`src/rtl/tsfe_pkg.sv`:
```
package tsfe_pkg;

	// function select codes
	localparam logic [2:0] CMD_SIN   = 3'd0;
	localparam logic [2:0] CMD_COS   = 3'd1;
	localparam logic [2:0] CMD_EXP   = 3'd2;
	localparam logic [2:0] CMD_LOG1P = 3'd3;
	localparam logic [2:0] CMD_ATAN  = 3'd4;

	// register map: register index is paddr above the byte offset
	localparam int unsigned APB_AW = 3;
	localparam logic [APB_AW-3:0] REG_MAX_POWER = 1'b0;
	localparam logic [3:0] MAX_POWER_RST = 4'd7;

	// magnitude limit for powers, terms and the running sum
	localparam logic [62:0] MAG_LIMIT = 63'h4000_0000_0000_0000;
	localparam logic signed [64:0] ACC_LIM_P = 65'sh0_4000_0000_0000_0000;
	localparam logic signed [64:0] ACC_LIM_N = -ACC_LIM_P;

	// result range, Q10.x in 40 bits
	localparam logic signed [63:0] OUT_MAX = 64'sh0000_007F_FFFF_FFFF;
	localparam logic signed [63:0] OUT_MIN = 64'shFFFF_FF80_0000_0000;

	// coefficient tables, unsigned Q1.63, round to nearest
	localparam int unsigned COEF_N = 32;
	localparam logic [63:0] TWO63 = 64'h8000_0000_0000_0000;

	localparam logic [63:0] INV_FACT [COEF_N] = '{
		(TWO63 + 64'd1 / 64'd2) / 64'd1,
		(TWO63 + 64'd1 / 64'd2) / 64'd1,
		(TWO63 + 64'd2 / 64'd2) / 64'd2,
		(TWO63 + 64'd6 / 64'd2) / 64'd6,
		(TWO63 + 64'd24 / 64'd2) / 64'd24,
		(TWO63 + 64'd120 / 64'd2) / 64'd120,
		(TWO63 + 64'd720 / 64'd2) / 64'd720,
		(TWO63 + 64'd5040 / 64'd2) / 64'd5040,
		(TWO63 + 64'd40320 / 64'd2) / 64'd40320,
		(TWO63 + 64'd362880 / 64'd2) / 64'd362880,
		(TWO63 + 64'd3628800 / 64'd2) / 64'd3628800,
		(TWO63 + 64'd39916800 / 64'd2) / 64'd39916800,
		(TWO63 + 64'd479001600 / 64'd2) / 64'd479001600,
		(TWO63 + 64'd6227020800 / 64'd2) / 64'd6227020800,
		(TWO63 + 64'd87178291200 / 64'd2) / 64'd87178291200,
		(TWO63 + 64'd1307674368000 / 64'd2) / 64'd1307674368000,
		(TWO63 + 64'd20922789888000 / 64'd2) / 64'd20922789888000,
		(TWO63 + 64'd355687428096000 / 64'd2) / 64'd355687428096000,
		(TWO63 + 64'd6402373705728000 / 64'd2) / 64'd6402373705728000,
		(TWO63 + 64'd121645100408832000 / 64'd2) / 64'd121645100408832000,
		(TWO63 + 64'd2432902008176640000 / 64'd2) / 64'd2432902008176640000,
		64'd0, 64'd0, 64'd0, 64'd0, 64'd0, 64'd0, 64'd0, 64'd0, 64'd0, 64'd0, 64'd0
	};

	localparam logic [63:0] RECIP_N [COEF_N] = '{
		64'd0,
		(TWO63 + 64'd1 / 64'd2) / 64'd1,
		(TWO63 + 64'd2 / 64'd2) / 64'd2,
		(TWO63 + 64'd3 / 64'd2) / 64'd3,
		(TWO63 + 64'd4 / 64'd2) / 64'd4,
		(TWO63 + 64'd5 / 64'd2) / 64'd5,
		(TWO63 + 64'd6 / 64'd2) / 64'd6,
		(TWO63 + 64'd7 / 64'd2) / 64'd7,
		(TWO63 + 64'd8 / 64'd2) / 64'd8,
		(TWO63 + 64'd9 / 64'd2) / 64'd9,
		(TWO63 + 64'd10 / 64'd2) / 64'd10,
		(TWO63 + 64'd11 / 64'd2) / 64'd11,
		(TWO63 + 64'd12 / 64'd2) / 64'd12,
		(TWO63 + 64'd13 / 64'd2) / 64'd13,
		(TWO63 + 64'd14 / 64'd2) / 64'd14,
		(TWO63 + 64'd15 / 64'd2) / 64'd15,
		(TWO63 + 64'd16 / 64'd2) / 64'd16,
		(TWO63 + 64'd17 / 64'd2) / 64'd17,
		(TWO63 + 64'd18 / 64'd2) / 64'd18,
		(TWO63 + 64'd19 / 64'd2) / 64'd19,
		(TWO63 + 64'd20 / 64'd2) / 64'd20,
		(TWO63 + 64'd21 / 64'd2) / 64'd21,
		(TWO63 + 64'd22 / 64'd2) / 64'd22,
		(TWO63 + 64'd23 / 64'd2) / 64'd23,
		(TWO63 + 64'd24 / 64'd2) / 64'd24,
		(TWO63 + 64'd25 / 64'd2) / 64'd25,
		(TWO63 + 64'd26 / 64'd2) / 64'd26,
		(TWO63 + 64'd27 / 64'd2) / 64'd27,
		(TWO63 + 64'd28 / 64'd2) / 64'd28,
		(TWO63 + 64'd29 / 64'd2) / 64'd29,
		(TWO63 + 64'd30 / 64'd2) / 64'd30,
		(TWO63 + 64'd31 / 64'd2) / 64'd31
	};

	// sequencer step addresses
	typedef enum logic [3:0] {
		ST_WAIT,
		ST_CHK,
		ST_P0,
		ST_P1,
		ST_P2,
		ST_P3,
		ST_T0,
		ST_T1,
		ST_T2,
		ST_T3,
		ST_T4,
		ST_T5,
		ST_NEXT,
		ST_FIN
	} step_t;

	// multiplier operand selects
	typedef enum logic {
		A_LO,
		A_HI
	} mul_a_t;

	typedef enum logic [1:0] {
		B_X,
		B_CLO,
		B_CHI
	} mul_b_t;

	// product register operations
	typedef enum logic [2:0] {
		PR_HOLD,
		PR_LD_HF,
		PR_LD_H63,
		PR_ADD32,
		PR_ADD64
	} pr_op_t;

	// jump conditions
	typedef enum logic [2:0] {
		C_ALWAYS,
		C_START,
		C_INVAL,
		C_NOUSE,
		C_LAST,
		C_OUT_FREE
	} cond_t;

	// datapath part of a control word
	typedef struct packed {
		mul_a_t mul_a;
		mul_b_t mul_b;
		pr_op_t pr_op;
		logic   ld_in;
		logic   wr_pmag;
		logic   add_term;
		logic   inc_n;
		logic   ld_out;
	} dp_ctrl_t;

	// full control word
	typedef struct packed {
		dp_ctrl_t dp;
		cond_t    cond;
		step_t    tgt_t;
		step_t    tgt_f;
	} ucode_t;

	// status from datapath to sequencer
	typedef struct packed {
		logic start;
		logic inval;
		logic nouse;
		logic last;
		logic out_free;
	} seq_flags_t;

	// saturate a shifted product to the magnitude limit
	function automatic logic [62:0] sat_mag(input logic [127:0] v);
		return (v > {65'd0, MAG_LIMIT}) ? MAG_LIMIT : v[62:0];
	endfunction

endpackage

```
`src/rtl/tsfe_in_if.sv`:
```
interface tsfe_in_if;
	logic              valid;
	logic              ready;
	logic [2:0]        cmd;
	logic signed [31:0] arg;

	modport source (output valid, output cmd, output arg, input ready);
	modport sink (input valid, input cmd, input arg, output ready);
endinterface

```
`src/rtl/tsfe_out_if.sv`:
```
interface tsfe_out_if;
	logic              valid;
	logic              ready;
	logic signed [39:0] value;
	logic              invalid;
	logic              overflow;

	modport source (output valid, output value, output invalid, output overflow, input ready);
	modport sink (input valid, input value, input invalid, input overflow, output ready);
endinterface

```
`src/rtl/tsfe_seq.sv`:
```
module tsfe_seq (
	input  logic                  clk,
	input  logic                  arst_n,
	input  tsfe_pkg::seq_flags_t  flags,
	output tsfe_pkg::dp_ctrl_t    dp
);
	import tsfe_pkg::*;

	step_t  step_q;
	step_t  step_d;
	ucode_t word_nx;
	ucode_t word_out;
	logic   take;

	// microprogram, one control word per step
	function automatic ucode_t ucode(input step_t s);
		ucode_t w;
		w = '0;
		unique case (s)
			ST_WAIT: begin
				w.dp.ld_in = 1'b1;
				w.cond = C_START;
				w.tgt_t = ST_CHK;
				w.tgt_f = ST_WAIT;
			end
			ST_CHK: begin
				w.cond = C_INVAL;
				w.tgt_t = ST_FIN;
				w.tgt_f = ST_T0;
			end
			ST_P0: begin
				w.dp.mul_a = A_LO;
				w.dp.mul_b = B_X;
				w.tgt_t = ST_P1;
			end
			ST_P1: begin
				w.dp.mul_a = A_HI;
				w.dp.mul_b = B_X;
				w.dp.pr_op = PR_LD_HF;
				w.tgt_t = ST_P2;
			end
			ST_P2: begin
				w.dp.pr_op = PR_ADD32;
				w.tgt_t = ST_P3;
			end
			ST_P3: begin
				w.dp.wr_pmag = 1'b1;
				w.tgt_t = ST_T0;
			end
			ST_T0: begin
				w.dp.mul_a = A_LO;
				w.dp.mul_b = B_CLO;
				w.cond = C_NOUSE;
				w.tgt_t = ST_NEXT;
				w.tgt_f = ST_T1;
			end
			ST_T1: begin
				w.dp.mul_a = A_LO;
				w.dp.mul_b = B_CHI;
				w.dp.pr_op = PR_LD_H63;
				w.tgt_t = ST_T2;
			end
			ST_T2: begin
				w.dp.mul_a = A_HI;
				w.dp.mul_b = B_CLO;
				w.dp.pr_op = PR_ADD32;
				w.tgt_t = ST_T3;
			end
			ST_T3: begin
				w.dp.mul_a = A_HI;
				w.dp.mul_b = B_CHI;
				w.dp.pr_op = PR_ADD32;
				w.tgt_t = ST_T4;
			end
			ST_T4: begin
				w.dp.pr_op = PR_ADD64;
				w.tgt_t = ST_T5;
			end
			ST_T5: begin
				w.dp.add_term = 1'b1;
				w.dp.inc_n = 1'b1;
				w.cond = C_LAST;
				w.tgt_t = ST_FIN;
				w.tgt_f = ST_P0;
			end
			ST_NEXT: begin
				w.dp.inc_n = 1'b1;
				w.cond = C_LAST;
				w.tgt_t = ST_FIN;
				w.tgt_f = ST_P0;
			end
			ST_FIN: begin
				w.dp.ld_out = 1'b1;
				w.cond = C_OUT_FREE;
				w.tgt_t = ST_WAIT;
				w.tgt_f = ST_FIN;
			end
			default: begin
				w.tgt_t = ST_WAIT;
			end
		endcase
		return w;
	endfunction

	// next step: evaluate the jump condition
	always_comb begin
		word_nx = ucode(step_q);
		unique case (word_nx.cond)
			C_ALWAYS:   take = 1'b1;
			C_START:    take = flags.start;
			C_INVAL:    take = flags.inval;
			C_NOUSE:    take = flags.nouse;
			C_LAST:     take = flags.last;
			C_OUT_FREE: take = flags.out_free;
			default:    take = 1'b1;
		endcase
		step_d = take ? word_nx.tgt_t : word_nx.tgt_f;
	end

	// datapath controls for the current step
	always_comb begin
		word_out = ucode(step_q);
		dp = word_out.dp;
	end

	// step counter
	always_ff @(posedge clk or negedge arst_n) begin
		if (!arst_n) begin
			step_q <= ST_WAIT;
		end else begin
			step_q <= step_d;
		end
	end

endmodule

```
`src/rtl/truncated_series_function_eval_core.sv`:
```
// channel   dir   payload                          transaction when
// in_ch     in    cmd[2:0], arg[31:0] Q2.29        valid && ready
// out_ch    out   value[39:0] Q10.29, invalid,     valid && ready
//                 overflow
// apb       in    max_power at paddr 0             psel && penable && pwrite
//
// one item at a time; a 32x32 multiplier is shared by all products, so a power
// costs less when its term is skipped than when it is used (power zero needs no
// power product). latency from acceptance to result grows with the per-power
// costs up to max_power; an invalid selector or log1p domain error skips them.
// arst_n clears the sequencer, the output valid and max_power (to 7).
// the result sits in an output register; the next item is taken while it waits,
// and the sequencer only holds in its last step if that register is still full.
module truncated_series_function_eval_core #(
	parameter int unsigned MAX_POWER = 15,
	parameter int unsigned FRAC_BITS = 29
) (
	input  logic                          clk,
	input  logic                          arst_n,
	tsfe_in_if.sink                       in_ch,
	tsfe_out_if.source                    out_ch,
	input  logic                          psel,
	input  logic                          penable,
	input  logic                          pwrite,
	input  logic [tsfe_pkg::APB_AW-1:0]   paddr,
	input  logic [31:0]                   pwdata,
	output logic [31:0]                   prdata,
	output logic                          pready
);
	import tsfe_pkg::*;

	localparam int unsigned NW = $clog2(MAX_POWER + 1);
	localparam logic [62:0] ONE_FX = 63'(1) << FRAC_BITS;
	localparam logic [127:0] HALF_F = 128'(1) << (FRAC_BITS - 1);
	localparam logic [127:0] HALF_63 = 128'(1) << 62;
	localparam logic signed [63:0] ACC_MAX = {1'b0, MAG_LIMIT};

	dp_ctrl_t   dp;
	seq_flags_t flags;

	logic [3:0]   max_power_q;
	logic [2:0]   cmd_q;
	logic [31:0]  xmag_q;
	logic         xneg_q;
	logic         inval_q;
	logic [NW-1:0] k_q;
	logic [NW-1:0] n_q;
	logic [62:0]  pmag_q;
	logic [63:0]  pp_q;
	logic [127:0] prod_q;
	logic [127:0] prod_d;
	logic signed [63:0] acc_q;
	logic signed [63:0] acc_d;
	logic signed [64:0] acc_sum;

	logic         out_valid_q;
	logic signed [39:0] out_value_q;
	logic         out_invalid_q;
	logic         out_ovf_q;

	logic         in_acc;
	logic         out_free;
	logic         out_load;
	logic [31:0]  raw;
	logic [31:0]  xmag_in;
	logic         inval_in;
	logic [NW-1:0] k_in;
	logic [4:0]   nidx;
	logic [63:0]  coef;
	logic [31:0]  mul_a_op;
	logic [31:0]  mul_b_op;
	logic         use_term;
	logic         neg_term;
	logic         sub_term;
	logic [62:0]  term_mag;
	logic signed [39:0] res_value;
	logic         res_ovf;

	// sequencer
	tsfe_seq u_seq (
		.clk    (clk),
		.arst_n (arst_n),
		.flags  (flags),
		.dp     (dp)
	);

	// handshakes
	assign in_acc   = in_ch.valid && dp.ld_in;
	assign out_free = !out_valid_q || out_ch.ready;
	assign out_load = dp.ld_out && out_free;
	assign in_ch.ready = dp.ld_in;

	// argument magnitude and domain check
	always_comb begin
		raw = in_ch.arg;
		xmag_in = raw[31] ? (~raw + 32'd1) : raw;
		inval_in = (in_ch.cmd > CMD_ATAN) ||
			((in_ch.cmd == CMD_LOG1P) && ({31'd0, xmag_in} >= ONE_FX));
		if ({1'b0, max_power_q} > 5'(MAX_POWER)) begin
			k_in = NW'(MAX_POWER);
		end else begin
			k_in = NW'(max_power_q);
		end
	end

	// term selection and sign per function
	assign nidx = 5'(n_q);
	always_comb begin
		case (cmd_q) inside
			CMD_SIN, CMD_ATAN: begin
				use_term = nidx[0];
				neg_term = (nidx[1:0] == 2'b11);
			end
			CMD_COS: begin
				use_term = !nidx[0];
				neg_term = (nidx[1:0] == 2'b10);
			end
			CMD_EXP: begin
				use_term = 1'b1;
				neg_term = 1'b0;
			end
			CMD_LOG1P: begin
				use_term = (nidx != 5'd0);
				neg_term = !nidx[0];
			end
			default: begin
				use_term = 1'b0;
				neg_term = 1'b0;
			end
		endcase
		sub_term = neg_term ^ (xneg_q & nidx[0]);
		coef = (cmd_q <= CMD_EXP) ? INV_FACT[nidx] : RECIP_N[nidx];
	end

	// shared multiplier operands
	always_comb begin
		mul_a_op = (dp.mul_a == A_HI) ? {1'b0, pmag_q[62:32]} : pmag_q[31:0];
		case (dp.mul_b)
			B_CLO:   mul_b_op = coef[31:0];
			B_CHI:   mul_b_op = coef[63:32];
			default: mul_b_op = xmag_q;
		endcase
	end

	// product accumulation, rounding half seeded at load
	always_comb begin
		case (dp.pr_op)
			PR_LD_HF:  prod_d = HALF_F + {64'd0, pp_q};
			PR_LD_H63: prod_d = HALF_63 + {64'd0, pp_q};
			PR_ADD32:  prod_d = prod_q + ({64'd0, pp_q} << 32);
			PR_ADD64:  prod_d = prod_q + ({64'd0, pp_q} << 64);
			default:   prod_d = prod_q;
		endcase
	end

	// term add with saturation of the running sum
	always_comb begin
		term_mag = sat_mag(prod_q >> 63);
		if (sub_term) begin
			acc_sum = $signed({acc_q[63], acc_q}) - $signed({2'b00, term_mag});
		end else begin
			acc_sum = $signed({acc_q[63], acc_q}) + $signed({2'b00, term_mag});
		end
		if (acc_sum > ACC_LIM_P) begin
			acc_d = 64'(ACC_LIM_P);
		end else if (acc_sum < ACC_LIM_N) begin
			acc_d = 64'(ACC_LIM_N);
		end else begin
			acc_d = 64'(acc_sum);
		end
	end

	// final clamp to the output range
	always_comb begin
		res_ovf = 1'b0;
		if (inval_q) begin
			res_value = '0;
		end else if (acc_q > OUT_MAX) begin
			res_value = 40'(OUT_MAX);
			res_ovf = 1'b1;
		end else if (acc_q < OUT_MIN) begin
			res_value = 40'(OUT_MIN);
			res_ovf = 1'b1;
		end else begin
			res_value = acc_q[39:0];
		end
	end

	// status to the sequencer
	always_comb begin
		flags.start    = in_ch.valid;
		flags.inval    = inval_q;
		flags.nouse    = !use_term;
		flags.last     = (n_q == k_q);
		flags.out_free = out_free;
	end

	// datapath registers
	always_ff @(posedge clk) begin
		pp_q <= 64'(mul_a_op) * 64'(mul_b_op);
		prod_q <= prod_d;
		if (in_acc) begin
			cmd_q <= in_ch.cmd;
			xmag_q <= xmag_in;
			xneg_q <= raw[31];
			inval_q <= inval_in;
			k_q <= k_in;
			n_q <= '0;
			pmag_q <= ONE_FX;
			acc_q <= '0;
		end else begin
			if (dp.inc_n) begin
				n_q <= n_q + NW'(1);
			end
			if (dp.wr_pmag) begin
				pmag_q <= sat_mag(prod_q >> FRAC_BITS);
			end
			if (dp.add_term) begin
				acc_q <= acc_d;
			end
		end
		if (out_load) begin
			out_value_q <= res_value;
			out_invalid_q <= inval_q;
			out_ovf_q <= res_ovf;
		end
	end

	// output valid
	always_ff @(posedge clk or negedge arst_n) begin
		if (!arst_n) begin
			out_valid_q <= 1'b0;
		end else if (out_load) begin
			out_valid_q <= 1'b1;
		end else if (out_ch.ready) begin
			out_valid_q <= 1'b0;
		end
	end

	assign out_ch.valid    = out_valid_q;
	assign out_ch.value    = out_value_q;
	assign out_ch.invalid  = out_invalid_q;
	assign out_ch.overflow = out_ovf_q;

	// configuration register
	always_ff @(posedge clk or negedge arst_n) begin
		if (!arst_n) begin
			max_power_q <= MAX_POWER_RST;
		end else if (psel && penable && pwrite && (paddr[APB_AW-1:2] == REG_MAX_POWER)) begin
			max_power_q <= pwdata[3:0];
		end
	end

	assign prdata = (paddr[APB_AW-1:2] == REG_MAX_POWER) ? {28'd0, max_power_q} : 32'd0;
	assign pready = 1'b1;

`ifndef SYNTHESIS
	a_bad_cmd_flags: assert property (@(posedge clk) disable iff (!arst_n)
		(in_acc && (in_ch.cmd > CMD_ATAN)) |=> inval_q)
		else $error("unknown selector not flagged invalid");

	a_invalid_zero: assert property (@(posedge clk) disable iff (!arst_n)
		(out_ch.valid && out_ch.invalid) |-> ((out_ch.value == '0) && !out_ch.overflow))
		else $error("invalid result carries a value or overflow");

	a_acc_bound: assert property (@(posedge clk) disable iff (!arst_n)
		dp.add_term |-> ((acc_q <= ACC_MAX) && (acc_q >= -ACC_MAX)))
		else $error("running sum outside saturation bound");

	a_one_in_flight: assert property (@(posedge clk) disable iff (!arst_n)
		in_acc |=> !dp.ld_in)
		else $error("sequencer took a second item while busy");
`endif

endmodule
```
`src/flat_wrapper.sv`:
```
// flat-port wrapper written by rule: the top's interface ports become plain ports
module truncated_series_function_eval_core_flat import tsfe_pkg::*;
#(
	parameter int unsigned MAX_POWER = 15,
	parameter int unsigned FRAC_BITS = 29
)
  (clk, arst_n, psel, penable, pwrite, paddr, pwdata, prdata, pready, in_ch_valid, in_ch_cmd, in_ch_arg, in_ch_ready, out_ch_valid, out_ch_value, out_ch_invalid, out_ch_overflow, out_ch_ready);
  tsfe_in_if in_ch_i ();
  tsfe_out_if out_ch_i ();
  input  logic clk;
  input  logic arst_n;
  input  logic psel;
  input  logic penable;
  input  logic pwrite;
  input  logic [tsfe_pkg::APB_AW-1:0] paddr;
  input  logic [31:0] pwdata;
  output logic [31:0] prdata;
  output logic pready;
  input wire logic [$bits(in_ch_i.valid)-1:0] in_ch_valid;
  input wire logic [$bits(in_ch_i.cmd)-1:0] in_ch_cmd;
  input wire logic [$bits(in_ch_i.arg)-1:0] in_ch_arg;
  output wire logic [$bits(in_ch_i.ready)-1:0] in_ch_ready;
  output wire logic [$bits(out_ch_i.valid)-1:0] out_ch_valid;
  output wire logic [$bits(out_ch_i.value)-1:0] out_ch_value;
  output wire logic [$bits(out_ch_i.invalid)-1:0] out_ch_invalid;
  output wire logic [$bits(out_ch_i.overflow)-1:0] out_ch_overflow;
  input wire logic [$bits(out_ch_i.ready)-1:0] out_ch_ready;
  assign in_ch_i.valid = in_ch_valid;
  assign in_ch_i.cmd = in_ch_cmd;
  assign in_ch_i.arg = in_ch_arg;
  assign in_ch_ready = in_ch_i.ready;
  assign out_ch_valid = out_ch_i.valid;
  assign out_ch_value = out_ch_i.value;
  assign out_ch_invalid = out_ch_i.invalid;
  assign out_ch_overflow = out_ch_i.overflow;
  assign out_ch_i.ready = out_ch_ready;
  truncated_series_function_eval_core #(.MAX_POWER(MAX_POWER), .FRAC_BITS(FRAC_BITS)) u_core (.clk(clk), .arst_n(arst_n), .in_ch(in_ch_i), .out_ch(out_ch_i), .psel(psel), .penable(penable), .pwrite(pwrite), .paddr(paddr), .pwdata(pwdata), .prdata(prdata), .pready(pready));
endmodule
```
`config.mk`:
```
export PLATFORM = sky130hd
export DESIGN_NAME = truncated_series_function_eval_core_flat
export DESIGN_NICKNAME = d
export VERILOG_FILES = /design/src/rtl/tsfe_pkg.sv /design/src/rtl/tsfe_in_if.sv /design/src/rtl/tsfe_out_if.sv /design/src/rtl/tsfe_seq.sv /design/src/rtl/truncated_series_function_eval_core.sv /design/src/flat_wrapper.sv
export SDC_FILE = /design/constraint.sdc
export NUM_CORES = 2
export LEC_CHECK = 0
export BUFFER_PORTS_ARGS = -buffer_cell sky130_fd_sc_hd__buf_2
export CORE_MARGIN = 1.5
export CORE_UTILIZATION = 55
export DETAILED_ROUTE_END_ITERATION = 16
export GPL_ROUTABILITY_DRIVEN = 0
export MAX_ROUTING_LAYER = met4
export PLACE_DENSITY = 0.71
export SETUP_SLACK_MARGIN = 0.5
export SYNTH_ARGS = -nofsm -noshare
export SYNTH_HDL_FRONTEND = slang
export SYNTH_SLANG_ARGS = --single-unit
```
`constraint.sdc`:
```
create_clock -name clk -period 25.9 [get_ports clk]
set_input_delay 5.18 -clock clk [delete_from_list [all_inputs] [get_ports clk]]
set_output_delay 5.18 -clock clk [all_outputs]
set_load 0.005 [all_outputs]
```
==> results.md <==
* Layout Area Growth over Synthesis at 5.52%
* Dominant cell type by area after synthesis: fa_1
* Fin Setup TNS at 0 ns
* YS warnings at 0
* Final ANT Viol Nets at 0
* Top FF cell, synth: dfxtp_1
* Most Frequent Cell on Critical Path: fa_1
* Hold WS at 0.482 ns
* Post-CTS setup buffer count at 0
* Die span in x at 342 um
* Total track usage at 36.4%
* RSZ-0062 raised after global routing: no
* Initial antenna violation count at 2
* Total die area at 0.117 mm^2
* Final Max Slew Viols at 0
* DRC at 0
* WP data required at 26.45 ns
* Critical path arrival at 13.27 ns
* Nets at 8834
* Synth Area per Inst at 8.41 um^2
* Largest net degree at the start of global routing at 76
* Clk pin slew, worst setup/hold paths at 0.06 ns
* Internal power at 3.37 mW
* Clock Root Buffer: clkbuf_16
* Final setup viols at 0
* R2r setup slk at 13.17 ns
* First-pass GRT wire length at 317000 um
* Crit Reg-Reg Endpoint: u_core.pp_q[56]
* Comb pwr share at 74.5%
* P_sw at 4.54 mW
* Clock skew at 0.0300 ns
* # rows at 124
* F_max at 0.0786 GHz
* CTS tree: done
* Startpoint types: flip-flop
* Worst reg2reg path depth at 39
* Clk pwr share at 8.6%
* Design area at 0.0668 mm^2
* Yosys top cell area share at 28.4%
* Ports at 154
* Worst setup path category: flip-flop to flip-flop
* Peak VDD IR at 86.8 uV
* Period minus WS final at 12.73 ns
* Clock Sinks at 386
* Cell Pwr Density at 118 mW/mm^2
* CTS Buffer Depth at 3
* R2r startpoint: u_core.u_seq.step_q[2]
* WL final at 208000 um
* Placed cells at 8847
* H-tree levels at 2
* # hold bufs at CTS at 0
* Crit end category: flip-flop
* P_leak at 31.3 nW
* Crit path max fanout at 50
* Vias in the first global route at 54681
* Hold Violations, Final at 0
* Reg power frac at 16.9%
* Hold Path End: u_core.k_q[3]
* Clock Latency Late Sink at 0.63 ns
* Seq/Total Area, Yosys at 15.2%
* Top cells by area, synth: fa_1, ha_1, edfxtp_1, inv_1, dfxtp_1
* Core area at 0.114 mm^2
* #FFs+latches synth at 386
* PortBufs at 94
* Worst path max stage delay at 0.76 ns
* TritonCTS buffer count at 44
* Cells after Synth at 7523
* WL per Instance at 23.3 um
* Post-synth EDFFs at 182
* Synth Cell Area at 0.0633 mm^2
* Slew at the pin closest to its max-slew limit at 1.21 ns
* CP max-delay cell: dfrtp_1
* Relative slew slack at 19.1%
* DR vias at 55896
* Initial DRC count at 5891
* Final-layout fill cell count at 10312
* Height of the die at 342 um
* Switching Share at 57.4%
* Cell Count, Final, Fillers Out at 8934
* Status: completed
* Hold depth at 0
* Starting Density at 55.4%
* DR vias/cell at 6.26
* Hpwl dp at 158000 um
* Max-capacitance violation count at 0
* Worst min path class: flip-flop to flip-flop
* Ys async rst share at 2.33%
* Placed Area at 0.0652 mm^2
* Share of layout cells above drive strength 1 at 6.01%
* Gr ovfl total at 0
* Crit share post-route at 49.1%
* Resize count post-CTS at 0
* Hold Startpoint: u_core.k_in[3]
* Drt pass-1 iters at 6
* Library cells used by synthesis at 86
## cell families (layout without fill, tap and decap cells)
group | count (synthesis) | after routing | share of synthesized area, %
AO/OA/AOI/OAI | 1531 | 1531 | 15.7
XOR/XNOR | 327 | 327 | 4.53
adder cells (fa/ha/maj) | 1376 | 1376 | 37.9
buffers and inverters | 1491 | 1358 | 9.09
flip-flops | 386 | 386 | 15.2
multiplexers | 83 | 83 | 1.42
other | 2 | 34 | 0.0119
AND/OR/NAND/NOR | 2327 | 2327 | 16.2
## worst max-delay path by stage
stage / end / start / slack (ns) / cells past startpoint
6_report: u_core.pp_q[56] / u_core.u_seq.step_q[2] / 13.17 / 39
3_5_place_dp: u_core.pp_q[56] / u_core.u_seq.step_q[2] / 13.35 / 39
5_1_grt: u_core.pp_q[56] / u_core.u_seq.step_q[2] / 12.64 / 39
4_1_cts: u_core.pp_q[56] / u_core.u_seq.step_q[2] / 13.30 / 39
2_1_floorplan: prdata[0] / paddr[2] / 15.43 / 1
3_3_place_gp: u_core.pp_q[56] / u_core.u_seq.step_q[2] / 13.58 / 39
## cells in the mapped netlist, types with 56 or more instances
library cell	n
nand2b_1	81
clkbuf_1	367
xor2_1	105
and3_1	57
nand2_1	843
xnor2_1	222
o21ai_0	277
a21oi_1	429
a22oi_1	68
inv_1	1057
nand3_1	98
edfxtp_1	182
a31oi_1	66
nor3_1	74
ha_1	477
nor2b_1	56
nand4_1	68
a32o_1	62
o22ai_1	65
a21o_1	162
nor2_1	843
fa_1	899
dfxtp_1	195
## worst max-delay path, delay by kind of cell, from the launching register on
family	cells	cell delay (ns)
adder cells (fa/ha/maj)	10	4.63
AO/OA/AOI/OAI	11	2.72
AND/OR/NAND/NOR	7	2.25
buffers and inverters	10	2.06
flip-flops	1	0.76
XOR/XNOR	1	0.12
## cells in the final DEF (no fill, tap or decap), types with 24 or more instances in the layout
cell type     n
xnor2_1     221
and2_1       37
dfxtp_1     194
o21a_1       44
or3_1        36
nor3_1       74
fa_1        899
ha_1        476
nor4_1       45
conb_1       29
a22oi_1      68
nor2b_1      55
o22ai_1      65
xor2_1      104
nand2_1     839
mux2_2       42
a21oi_1     424
o31ai_1      36
o21bai_1     45
o21ai_0     275
a32o_1       62
mux2i_2      24
nand3_1      98
nor2_1      840
nand4_1      68
a31oi_1      66
and3_1       57
clkbuf_16    47
inv_1      1057
nand2b_1     80
a211oi_1     31
o211ai_1     51
a21o_1      162
buf_2        94
buf_4       123
edfxtp_1    182
## state kept, by name, indices dropped and copies added, names as in the netlist
name / cells
u_core.n_q: 4
u_core.pmag_q: 63
u_core.acc_q: 64
u_core.cmd_q: 3
u_core.xneg_q: 1
u_core.out_ch.overflow: 1
u_core.pp_q: 64
u_core.out_ch.valid: 1
u_core.prod_q: 99
u_core.inval_q: 1
u_core.out_ch.value: 40
u_core.k_in: 4
u_core.out_ch.invalid: 1
u_core.xmag_q: 32
u_core.k_q: 4
u_core.u_seq.step_q: 4
## metal layers
layer | vias to the layer above | GRT usage, % | wire length [um]
li1 | 24582 | - | -
met1 | 27119 | 45.3 | 77300
met2 | 3370 | 54.5 | 90900
met3 | 825 | 9.33 | 26200
met4 | 0 | 19.3 | 13700
met5 | - | - | 0
## metrics by stage
step                total power, mW  utilization (%)  setup WS [ns]
floorplan                      5.32                -          15.43
global placement               6.92             57.1          13.58
detailed placement             7.00             57.1          13.35
CTS                            7.72             58.5          13.30
global route                   8.41             58.5          12.64
finish                         7.91             58.5          13.17
## power by group through the flow
| stage | Clock (mW) | Combinational (mW) | Sequential, mW |
|---|---|---|---|
| global placement | 0 | 5.61 | 1.31 |
| CTS | 0.686 | 5.73 | 1.31 |
| finish | 0.680 | 5.89 | 1.34 |
| floorplan | 0 | 4.23 | 1.09 |
| global route | 0.709 | 6.37 | 1.34 |
| detailed placement | 0 | 5.68 | 1.32 |
## layout make-up
| type | count | area, um^2 | area share (%) |
|---|---|---|---|
| multi-input combinational | 5673 | 48300 | 72.4 |
| sequential | 386 | 9600 | 14.4 |
| inverter | 1059 | 3980 | 5.95 |
| tap | 1512 | 1890 | 2.83 |
| timing repair buffer | 217 | 1390 | 2.09 |
| clock buffer | 56 | 1250 | 1.87 |
| clock inverter | 26 | 308 | 0.461 |
| antenna | 5 | 12.5 | 0.0187 |
Note: power is estimated with default switching activity, not from simulation.
